--- src/rtl/core/assert_macros.svh ---
// Assertion macros for the line editing echo discipline RTL.
`ifndef ASSERT_MACROS_SVH
`define ASSERT_MACROS_SVH
`ifndef ASSERT_OFF
// Property must hold at every clock edge out of reset.
`define ASSERT_CLK(lbl, prop) \
  lbl: assert property (@(posedge clk_i) disable iff (!rst_ni) (prop)) \
    else $error("assertion failed");
// Condition must never be seen at a clock edge out of reset.
`define ASSERT_NEVER(lbl, cond) \
  lbl: assert property (@(posedge clk_i) disable iff (!rst_ni) !(cond)) \
    else $error("forbidden condition seen");
`else
`define ASSERT_CLK(lbl, prop)
`define ASSERT_NEVER(lbl, cond)
`endif
`endif

--- src/rtl/core/led_pkg.sv ---
// Shared types and constants for the line editing echo discipline.
package led_pkg;

  localparam int unsigned MaxLine = 64;
  localparam int unsigned LenW    = 7;
  localparam int unsigned IdxW    = $clog2(MaxLine);

  localparam logic [LenW-1:0] LimitReset = 7'd40;
  localparam logic [LenW-1:0] LimitMax   = 7'(MaxLine);

  localparam logic [7:0] KeyEnd     = 8'd4;
  localparam logic [7:0] KeyWord    = 8'd23;
  localparam logic [7:0] KeyErase   = 8'd127;
  localparam logic [7:0] KeyKill    = 8'd21;
  localparam logic [7:0] KeyNewline = 8'd10;
  localparam logic [7:0] KeySpace   = 8'd32;

  typedef enum logic [2:0] {
    OpChar,
    OpEnd,
    OpWord,
    OpErase,
    OpKill,
    OpNewline
  } op_e;

  typedef struct packed {
    op_e        op;
    logic [7:0] key;
  } cmd_t;

  typedef struct packed {
    logic [LenW-1:0] erased_count;
    logic            echo_valid;
    logic [7:0]      echo_byte;
    logic            newline;
    logic [1:0]      bell_count;
    logic            finished;
  } res_t;

endpackage

--- src/rtl/core/led_key_if.sv ---
// Keyboard byte channel: valid/ready handshake with the raw byte.
interface led_key_if;
  logic       valid;
  logic       ready;
  logic [7:0] key_byte;

  modport source (output valid, output key_byte, input ready);
  modport sink   (input valid, input key_byte, output ready);
endinterface

--- src/rtl/core/led_res_if.sv ---
// Result channel: valid/ready handshake with the rendering fields.
interface led_res_if;
  logic       valid;
  logic       ready;
  logic [6:0] erased_count;
  logic       echo_valid;
  logic [7:0] echo_byte;
  logic       newline;
  logic [1:0] bell_count;
  logic       finished;

  modport source (output valid, output erased_count, output echo_valid, output echo_byte,
                  output newline, output bell_count, output finished, input ready);
  modport sink   (input valid, input erased_count, input echo_valid, input echo_byte,
                  input newline, input bell_count, input finished, output ready);
endinterface

--- src/rtl/core/led_front.sv ---
// Front end: takes keyboard bytes and classifies them into editing commands.
module led_front (
  led_key_if.sink        key_chan,
  input  logic           full_i,
  output logic           push_o,
  output led_pkg::cmd_t  cmd_o
);

  led_pkg::op_e op;

  always_comb begin
    unique case (key_chan.key_byte)
      led_pkg::KeyEnd:     op = led_pkg::OpEnd;
      led_pkg::KeyWord:    op = led_pkg::OpWord;
      led_pkg::KeyErase:   op = led_pkg::OpErase;
      led_pkg::KeyKill:    op = led_pkg::OpKill;
      led_pkg::KeyNewline: op = led_pkg::OpNewline;
      default:             op = led_pkg::OpChar;
    endcase
  end

  assign key_chan.ready = !full_i;
  assign push_o         = key_chan.valid && !full_i;
  assign cmd_o.op       = op;
  assign cmd_o.key      = key_chan.key_byte;

endmodule

--- src/rtl/core/led_queue.sv ---
// Two-entry command queue between the front end and the editing engine.
module led_queue (
  input  logic           clk_i,
  input  logic           rst_ni,
  input  logic           push_i,
  input  led_pkg::cmd_t  cmd_i,
  input  logic           pop_i,
  output logic           valid_o,
  output logic           full_o,
  output led_pkg::cmd_t  cmd_o
);

  led_pkg::cmd_t entry_q [2];
  logic       wr_ptr_q, wr_ptr_d;
  logic       rd_ptr_q, rd_ptr_d;
  logic [1:0] count_q, count_d;

  assign valid_o = count_q != 2'd0;
  assign full_o  = count_q == 2'd2;
  assign cmd_o   = entry_q[rd_ptr_q];

  always_comb begin
    wr_ptr_d = wr_ptr_q + 1'b1;
    rd_ptr_d = rd_ptr_q + 1'b1;
    count_d  = count_q;
    if (push_i && !pop_i) begin
      count_d = count_q + 2'd1;
    end else if (pop_i && !push_i) begin
      count_d = count_q - 2'd1;
    end
  end

  always_ff @(posedge clk_i or negedge rst_ni) begin
    if (!rst_ni) begin
      wr_ptr_q <= 1'b0;
      rd_ptr_q <= 1'b0;
      count_q  <= 2'd0;
    end else begin
      if (push_i) wr_ptr_q <= wr_ptr_d;
      if (pop_i)  rd_ptr_q <= rd_ptr_d;
      count_q <= count_d;
    end
  end

  always_ff @(posedge clk_i) begin
    if (push_i) entry_q[wr_ptr_q] <= cmd_i;
  end

endmodule

--- src/rtl/core/led_back.sv ---
// Editing engine: holds the line, carries out commands and registers each result.
`include "assert_macros.svh"

module led_back (
  input  logic                      clk_i,
  input  logic                      rst_ni,
  input  logic                      cmd_valid_i,
  input  led_pkg::cmd_t             cmd_i,
  output logic                      pop_o,
  input  logic                      cfg_we_i,
  input  logic [led_pkg::LenW-1:0]  cfg_wdata_i,
  led_res_if.source                 res_chan
);

  localparam logic [1:0] StIdle = 2'd0;
  localparam logic [1:0] StScan = 2'd1;
  localparam logic [1:0] StEmit = 2'd2;

  logic [1:0]               state_q, state_d;
  logic [led_pkg::LenW-1:0] len_q, len_d;
  logic [led_pkg::LenW-1:0] erased_q, erased_d;
  logic                     phase_q, phase_d;
  logic                     done_q, done_d;
  logic [led_pkg::LenW-1:0] limit_q;
  logic                     out_valid_q;
  led_pkg::res_t            res_q, res_new;
  logic                     load;
  logic                     out_free;
  logic                     mem_we;
  logic [led_pkg::LenW-1:0] rd_len;
  logic [led_pkg::IdxW-1:0] rd_addr;
  logic [7:0]               rdata_q;
  logic [7:0]               line_mem [led_pkg::MaxLine];

  assign out_free = !out_valid_q || res_chan.ready;
  assign rd_len   = len_d - 7'd1;
  assign rd_addr  = rd_len[led_pkg::IdxW-1:0];

  always_comb begin
    state_d  = state_q;
    len_d    = len_q;
    erased_d = erased_q;
    phase_d  = phase_q;
    done_d   = done_q;
    pop_o    = 1'b0;
    load     = 1'b0;
    mem_we   = 1'b0;
    res_new  = '0;
    unique case (state_q)
      StIdle: begin
        if (cmd_valid_i) begin
          if (done_q) begin
            // drop anything after the session has ended
            pop_o = 1'b1;
          end else if (cmd_i.op == led_pkg::OpWord && len_q != '0) begin
            pop_o    = 1'b1;
            erased_d = '0;
            phase_d  = 1'b0;
            state_d  = StScan;
          end else if (out_free) begin
            pop_o = 1'b1;
            load  = 1'b1;
            res_new.bell_count = 2'd1;
            unique case (cmd_i.op)
              led_pkg::OpEnd: begin
                if (len_q == '0) begin
                  res_new.newline    = 1'b1;
                  res_new.finished   = 1'b1;
                  res_new.bell_count = 2'd0;
                  done_d             = 1'b1;
                end
              end
              led_pkg::OpWord: begin
              end
              led_pkg::OpErase: begin
                if (len_q != '0) begin
                  len_d                = len_q - 7'd1;
                  res_new.erased_count = 7'd1;
                end else begin
                  res_new.bell_count = 2'd2;
                end
              end
              led_pkg::OpKill: begin
                res_new.erased_count = len_q;
                len_d                = '0;
              end
              led_pkg::OpNewline: begin
                res_new.newline = 1'b1;
                len_d           = '0;
              end
              default: begin
                if (len_q >= limit_q) begin
                  res_new.newline = 1'b1;
                  len_d           = '0;
                end else begin
                  mem_we             = 1'b1;
                  len_d              = len_q + 7'd1;
                  res_new.echo_valid = 1'b1;
                  res_new.echo_byte  = cmd_i.key;
                end
              end
            endcase
          end
        end
      end
      StScan: begin
        // skip trailing spaces, then remove the word up to the next space
        if (phase_q && rdata_q == led_pkg::KeySpace) begin
          state_d = StEmit;
        end else begin
          len_d    = len_q - 7'd1;
          erased_d = erased_q + 7'd1;
          phase_d  = phase_q || (rdata_q != led_pkg::KeySpace);
          if (len_d == '0) state_d = StEmit;
        end
      end
      StEmit: begin
        if (out_free) begin
          load                 = 1'b1;
          res_new.erased_count = erased_q;
          res_new.bell_count   = 2'd1;
          state_d              = StIdle;
        end
      end
      default: state_d = StIdle;
    endcase
  end

  always_ff @(posedge clk_i or negedge rst_ni) begin
    if (!rst_ni) begin
      state_q     <= StIdle;
      len_q       <= '0;
      erased_q    <= '0;
      phase_q     <= 1'b0;
      done_q      <= 1'b0;
      limit_q     <= led_pkg::LimitReset;
      out_valid_q <= 1'b0;
    end else begin
      state_q  <= state_d;
      len_q    <= len_d;
      erased_q <= erased_d;
      phase_q  <= phase_d;
      done_q   <= done_d;
      if (cfg_we_i) begin
        // clamp the limit into the usable range
        if (cfg_wdata_i == '0) begin
          limit_q <= 7'd1;
        end else if (cfg_wdata_i > led_pkg::LimitMax) begin
          limit_q <= led_pkg::LimitMax;
        end else begin
          limit_q <= cfg_wdata_i;
        end
      end
      if (load) begin
        out_valid_q <= 1'b1;
      end else if (res_chan.ready) begin
        out_valid_q <= 1'b0;
      end
    end
  end

  always_ff @(posedge clk_i) begin
    if (load) res_q <= res_new;
  end

  always_ff @(posedge clk_i) begin
    if (mem_we) line_mem[len_q[led_pkg::IdxW-1:0]] <= cmd_i.key;
    rdata_q <= line_mem[rd_addr];
  end

  assign res_chan.valid        = out_valid_q;
  assign res_chan.erased_count = res_q.erased_count;
  assign res_chan.echo_valid   = res_q.echo_valid;
  assign res_chan.echo_byte    = res_q.echo_byte;
  assign res_chan.newline      = res_q.newline;
  assign res_chan.bell_count   = res_q.bell_count;
  assign res_chan.finished     = res_q.finished;

  `ASSERT_CLK(len_in_range_a, len_q <= led_pkg::LimitMax)
  `ASSERT_CLK(erased_in_range_a, erased_q <= led_pkg::LimitMax)
  `ASSERT_NEVER(emit_after_done_a, done_q && load)
  `ASSERT_NEVER(write_while_busy_a, mem_we && state_q != StIdle)

endmodule

--- src/rtl/core/line_edit_echo_discipline.sv ---
// Top level of the line editing echo discipline.
// Keyboard bytes arrive on key_chan (valid/ready); each one is classified and
// placed in a two-entry command queue, so key_chan keeps taking bytes while
// the engine works or a result waits. The engine holds the current line in a
// 64-byte memory and gives at most one result per byte on res_chan: erase
// count, optional echo, newline, bell count and the finished flag.
// Ordinary keys, erase, kill and end are handled directly by the engine and
// reach res_chan in the cycle after they leave the queue; word kill reads the
// line back one character per cycle through the memory's registered read port
// before its result is registered.
// cfg_we_i/cfg_wdata_i write the line limit (0 reads as 1, values above 64
// as 64); write it only while the block is idle.
// Reset clears the line, the limit to 40 and the finished state; the line
// memory needs no clearing pass. While res_chan is stalled the result is held,
// the engine waits and the queue fills, after which key_chan.ready drops.
// After the end code finishes the session, further bytes are taken and dropped.
module line_edit_echo_discipline (
  input  logic        clk_i,
  input  logic        rst_ni,
  led_key_if.sink     key_chan,
  led_res_if.source   res_chan,
  input  logic        cfg_we_i,
  input  logic [6:0]  cfg_wdata_i
);

  led_pkg::cmd_t front_cmd;
  led_pkg::cmd_t queue_cmd;
  logic          push;
  logic          pop;
  logic          queue_full;
  logic          queue_valid;

  led_front u_front (
    .key_chan (key_chan),
    .full_i   (queue_full),
    .push_o   (push),
    .cmd_o    (front_cmd)
  );

  led_queue u_queue (
    .clk_i   (clk_i),
    .rst_ni  (rst_ni),
    .push_i  (push),
    .cmd_i   (front_cmd),
    .pop_i   (pop),
    .valid_o (queue_valid),
    .full_o  (queue_full),
    .cmd_o   (queue_cmd)
  );

  led_back u_back (
    .clk_i       (clk_i),
    .rst_ni      (rst_ni),
    .cmd_valid_i (queue_valid),
    .cmd_i       (queue_cmd),
    .pop_o       (pop),
    .cfg_we_i    (cfg_we_i),
    .cfg_wdata_i (cfg_wdata_i),
    .res_chan    (res_chan)
  );

endmodule
--- src/flat_wrapper.sv ---
// flat-port wrapper written by rule: the top's interface ports become plain ports
module line_edit_echo_discipline_flat 
  (clk_i, rst_ni, cfg_we_i, cfg_wdata_i, key_chan_valid, key_chan_key_byte, key_chan_ready, res_chan_valid, res_chan_erased_count, res_chan_echo_valid, res_chan_echo_byte, res_chan_newline, res_chan_bell_count, res_chan_finished, res_chan_ready);
  led_key_if key_chan_i ();
  led_res_if res_chan_i ();
  input  logic clk_i;
  input  logic rst_ni;
  input  logic cfg_we_i;
  input  logic [6:0] cfg_wdata_i;
  input wire logic [$bits(key_chan_i.valid)-1:0] key_chan_valid;
  input wire logic [$bits(key_chan_i.key_byte)-1:0] key_chan_key_byte;
  output wire logic [$bits(key_chan_i.ready)-1:0] key_chan_ready;
  output wire logic [$bits(res_chan_i.valid)-1:0] res_chan_valid;
  output wire logic [$bits(res_chan_i.erased_count)-1:0] res_chan_erased_count;
  output wire logic [$bits(res_chan_i.echo_valid)-1:0] res_chan_echo_valid;
  output wire logic [$bits(res_chan_i.echo_byte)-1:0] res_chan_echo_byte;
  output wire logic [$bits(res_chan_i.newline)-1:0] res_chan_newline;
  output wire logic [$bits(res_chan_i.bell_count)-1:0] res_chan_bell_count;
  output wire logic [$bits(res_chan_i.finished)-1:0] res_chan_finished;
  input wire logic [$bits(res_chan_i.ready)-1:0] res_chan_ready;
  assign key_chan_i.valid = key_chan_valid;
  assign key_chan_i.key_byte = key_chan_key_byte;
  assign key_chan_ready = key_chan_i.ready;
  assign res_chan_valid = res_chan_i.valid;
  assign res_chan_erased_count = res_chan_i.erased_count;
  assign res_chan_echo_valid = res_chan_i.echo_valid;
  assign res_chan_echo_byte = res_chan_i.echo_byte;
  assign res_chan_newline = res_chan_i.newline;
  assign res_chan_bell_count = res_chan_i.bell_count;
  assign res_chan_finished = res_chan_i.finished;
  assign res_chan_i.ready = res_chan_ready;
  line_edit_echo_discipline u_core (.clk_i(clk_i), .rst_ni(rst_ni), .key_chan(key_chan_i), .res_chan(res_chan_i), .cfg_we_i(cfg_we_i), .cfg_wdata_i(cfg_wdata_i));
endmodule
--- config.mk ---
export PLATFORM = sky130hd
export DESIGN_NAME = line_edit_echo_discipline_flat
export DESIGN_NICKNAME = d
export VERILOG_FILES = /design/src/rtl/core/led_pkg.sv /design/src/rtl/core/led_key_if.sv /design/src/rtl/core/led_res_if.sv /design/src/rtl/core/led_front.sv /design/src/rtl/core/led_queue.sv /design/src/rtl/core/led_back.sv /design/src/rtl/core/line_edit_echo_discipline.sv /design/src/flat_wrapper.sv
export VERILOG_INCLUDE_DIRS = /design/src /design/src/rtl/core
export SDC_FILE = /design/constraint.sdc
export NUM_CORES = 1
export LEC_CHECK = 0
export BUFFER_PORTS_ARGS = -buffer_cell sky130_fd_sc_hd__buf_2
export CORE_UTILIZATION = 60
export CTS_BUF_LIST = sky130_fd_sc_hd__clkbuf_8 sky130_fd_sc_hd__clkbuf_16
export DETAILED_ROUTE_END_ITERATION = 10
export PLACE_DENSITY = 0.77
export RECOVER_POWER = 100
export SLEW_MARGIN = 30
export SYNTH_ARGS = -nofsm -noshare
export SYNTH_HDL_FRONTEND = slang
export SYNTH_SLANG_ARGS = --single-unit
--- constraint.sdc ---
create_clock -name clk_i -period 6.86 [get_ports clk_i]
set_input_delay 0.343 -clock clk_i [delete_from_list [all_inputs] [get_ports clk_i]]
set_output_delay 0.343 -clock clk_i [all_outputs]
set_load 0.01 [all_outputs]
==> flow_metrics.env <==
export IMPL_status="finished with violations"
export IMPL_violations="max-capacitance violations, max-slew violations"
export IMPL_rsz0062_at_grt="false"
export IMPL_crit_buf_inv=3
export IMPL_drt_iter0_drc=1413
export IMPL_syn_area_um2=24000
export IMPL_yosysTopAreaCell="edfxtp_1"
export IMPL_cts_sinks=592
export IMPL_synth_common_cells="554 x edfxtp_1, 128 x mux4_2, 120 x nor2_1, 112 x nand2_1, 45 x nand3_1"
export IMPL_syn_num_nets=1382
export IMPL_syn_inst=1349
export IMPL_yosysWarnings=0
export IMPL_critPathSlowestCell="ha_4"
export IMPL_grt_pass1_vias=13000
export IMPL_syn_avg_cell_area_um2=17.8
export IMPL_cpMostUsedCell="a21oi_1"
export IMPL_first_pass_iters=5
export IMPL_hold_class="primary input to register"
export IMPL_synthArstFlopShare_pct=5.07
export IMPL_drc=0
export IMPL_clock_skew_ps=20.5
export IMPL_ios=42
export IMPL_cp_arrival_ps=6320
export IMPL_die_h_um=202
export IMPL_grt_start_max_net_pins=66
export IMPL_coreArea_um2=39000
export IMPL_end_kind="register"
export IMPL_synth_cell_types=67
export IMPL_grt_pass1_wl_mm=79.5
export IMPL_die_area_um2=40800
export IMPL_synth_seq_cells=592
export IMPL_finalNonFillerCells=1990
export IMPL_cts_hold_fix_buffers=14
export IMPL_initial_core_util_pct=61.5
export IMPL_worst_slew_pin_slew_ps=3210
export IMPL_syn_to_final_growth_pct=11.2
export IMPL_wirelength_mm=52.4
export IMPL_postCtsSetupBuffers=0
export IMPL_grt_usage_pct=26.6
export IMPL_critPathTopFamily="compound AO/OA/AOI/OAI gates"
export IMPL_finalMaxSlewViolations=559
export IMPL_worst_ep_required_time_ps=7310
export IMPL_h_tree_depth=2
export IMPL_dpl_hpwl_mm=31.0
export IMPL_cts_tree="done"
export IMPL_die_x_um=202
export IMPL_antenna_found_initial=0
export IMPL_yosysMostFrequentCell="edfxtp_1"
export IMPL_antenna_cells=0
export IMPL_finalCritPeriodShare_pct=85.6
export IMPL_synth_top_cell_area_share_pct=69.3
export IMPL_fmax_ghz=0.170
export IMPL_yosysSeqAreaShare_pct=73.1
export IMPL_via_per_inst=6.51
export IMPL_relSlewSlack_pct=-114
export IMPL_finalCriticalPeriod_ps=5870
export IMPL_final_hold_viol_count=0
export IMPL_dpl_cell_count=1871
export IMPL_fin_setup_tns_ps=0
export IMPL_antenna_left=0
export IMPL_fillers=2482
export IMPL_ctsResizeCount=0
export IMPL_fin_ws_ps=990
export IMPL_routabilityCongestion=0.942
export IMPL_fp_row_count=72
export IMPL_vias=12900
export IMPL_cts_inserted_buffers=56
export IMPL_post_route_cells_drive_above_1_share_pct=17.5
export IMPL_synth_main_ff_cell="edfxtp_1"
export IMPL_setup_violations=0
export IMPL_io_buffers=41
export IMPL_gr_total_overflow=0
export IMPL_clk_pin_slew_worst_paths_ps=70
export IMPL_clk_path_buf_depth=3
export IMPL_worstPathCellList="clkinv_1 -> ha_1 -> nor2b_1 -> o21ai_0 -> a21oi_1 -> clkbuf_1 -> a21oi_1 -> o211ai_1 -> inv_8 -> ha_4 -> mux4_2 -> mux2i_1 -> a32oi_1 -> a31oi_1 -> a211oi_1"
export IMPL_synth_area_leaders="edfxtp_1 69%, mux4_2 12%, dfrtp_1 2.9%, nor2_1 1.9%, nand2_1 1.8%"
export IMPL_place_ws_ps=1580
export IMPL_synth_edff_count=554
export IMPL_max_stage_delay_ps=1010
export IMPL_wire_per_inst_um=26.3
export IMPL_fin_nets=1458
export IMPL_clk_insertion_delay_late_ps=620
export IMPL_drv_cap=9
export IMPL_criticalPathCategory="register to register"
export IMPL_cts_root_buf="clkbuf_16"
export IMPL_critPathMaxFanout=63
export IMPL_crit_path_start_kind="register"
[layer usage]
layer  up-vias  routed length [um]  global-route usage [%]
li1       5536                   -                       -
met1      6634               20700                    37.4
met2       663               25300                    42.2
met3       114                4470                    4.58
met4         0                1880                    10.7
met5         -                   0                       0
[cells by family (layout without fill, tap and decap cells)]
| kind of cell | Yosys count | count (layout) | synth area share [%] |
|---|---|---|---|
| buffers and inverters | 80 | 203 | 1.45 |
| AOI/OAI and AO/OA | 111 | 111 | 3.13 |
| and+or+nand+nor | 378 | 378 | 7.53 |
| muxes | 157 | 157 | 13.3 |
| DFF | 592 | 592 | 73.1 |
| xor gates and xnor gates | 18 | 18 | 0.735 |
| adders and majority gates | 13 | 13 | 0.678 |
[registers in the layout (all words and copies together) (netlist names), 7 cells and up]
register and cells:
u_core.u_back.erased_q 7, u_core.u_back.len_q 7, u_core.u_back.limit_q 7, u_core.u_back.line_mem 512, u_core.u_back.rdata_q 8, u_core.u_back.res_chan.echo_byte 8, u_core.u_back.res_chan.erased_count 7, u_core.u_queue.entry_q 22
[layout make-up]
cell class	instances	area, um^2	share of cell area, %
clock buffers	57	1420	5.30
clock inverters	48	425	1.59
inverters	20	82.6	0.309
multi-input cells	677	6100	22.9
flip-flops and latches	592	17500	65.7
well taps	518	648	2.43
repair buffers	78	468	1.75
[through the flow]
stage / utilization [%] / hold WS (ps) / instance area (um^2)
after floorplan: - / 47.4 / 24000
after global placement: 63.5 / 425 / 24800
after detailed placement: 63.6 / 435 / 24800
after CTS: 68.7 / 1.58 / 26800
after global routing: 68.4 / 47.0 / 26700
final: 68.4 / 37.2 / 26700
[worst paths after layout]
path                                        endpoint  slack (ps)  depth (start not counted)                     from
setup / recovery            u_core.u_back.rdata_q[3]         990                         15   u_core.u_back.len_q[0]
hold / removal              u_core.u_back.limit_q[2]          40                          3           cfg_wdata_i[2]
setup reg to reg            u_core.u_back.rdata_q[3]         990                         15   u_core.u_back.len_q[0]
hold reg to reg              u_core.u_queue.wr_ptr_q         500                          1  u_core.u_queue.wr_ptr_q
max in group asynchronous  u_core.u_back.erased_q[0]        5180                          2                   rst_ni
min in group asynchronous    u_core.u_queue.wr_ptr_q         690                          2                   rst_ni
[tightest hold or removal path, cell delays in order]
cell,delay (ps)
buf_2,90
nand3b_1,80
o21ai_0,100
[layout by cell type (no fill, tap or decap), types with 10 or more instances in the layout]
cell type,netlist,layout
a31oi_1,12,12
clkbuf_16,0,56
clkbuf_1,30,42
edfxtp_1,554,554
inv_1,17,23
o21ai_0,18,18
a21oi_1,24,24
mux2_2,11,11
buf_4,3,12
o211ai_1,10,11
dfrtp_1,28,28
dlygate4sd3_1,0,14
nand3_1,45,45
nor2b_1,17,18
nand2_1,112,112
clkinv_1,3,20
mux4_2,128,128
mux2i_1,17,18
nor2_1,120,120
nor3_1,17,17
ha_1,13,12
nand4_1,16,16
clkinv_2,0,10
Power is left out: the tool's default activity adds up to more than one toggle a clock period on the data nets, which glitch-free logic cannot reach.
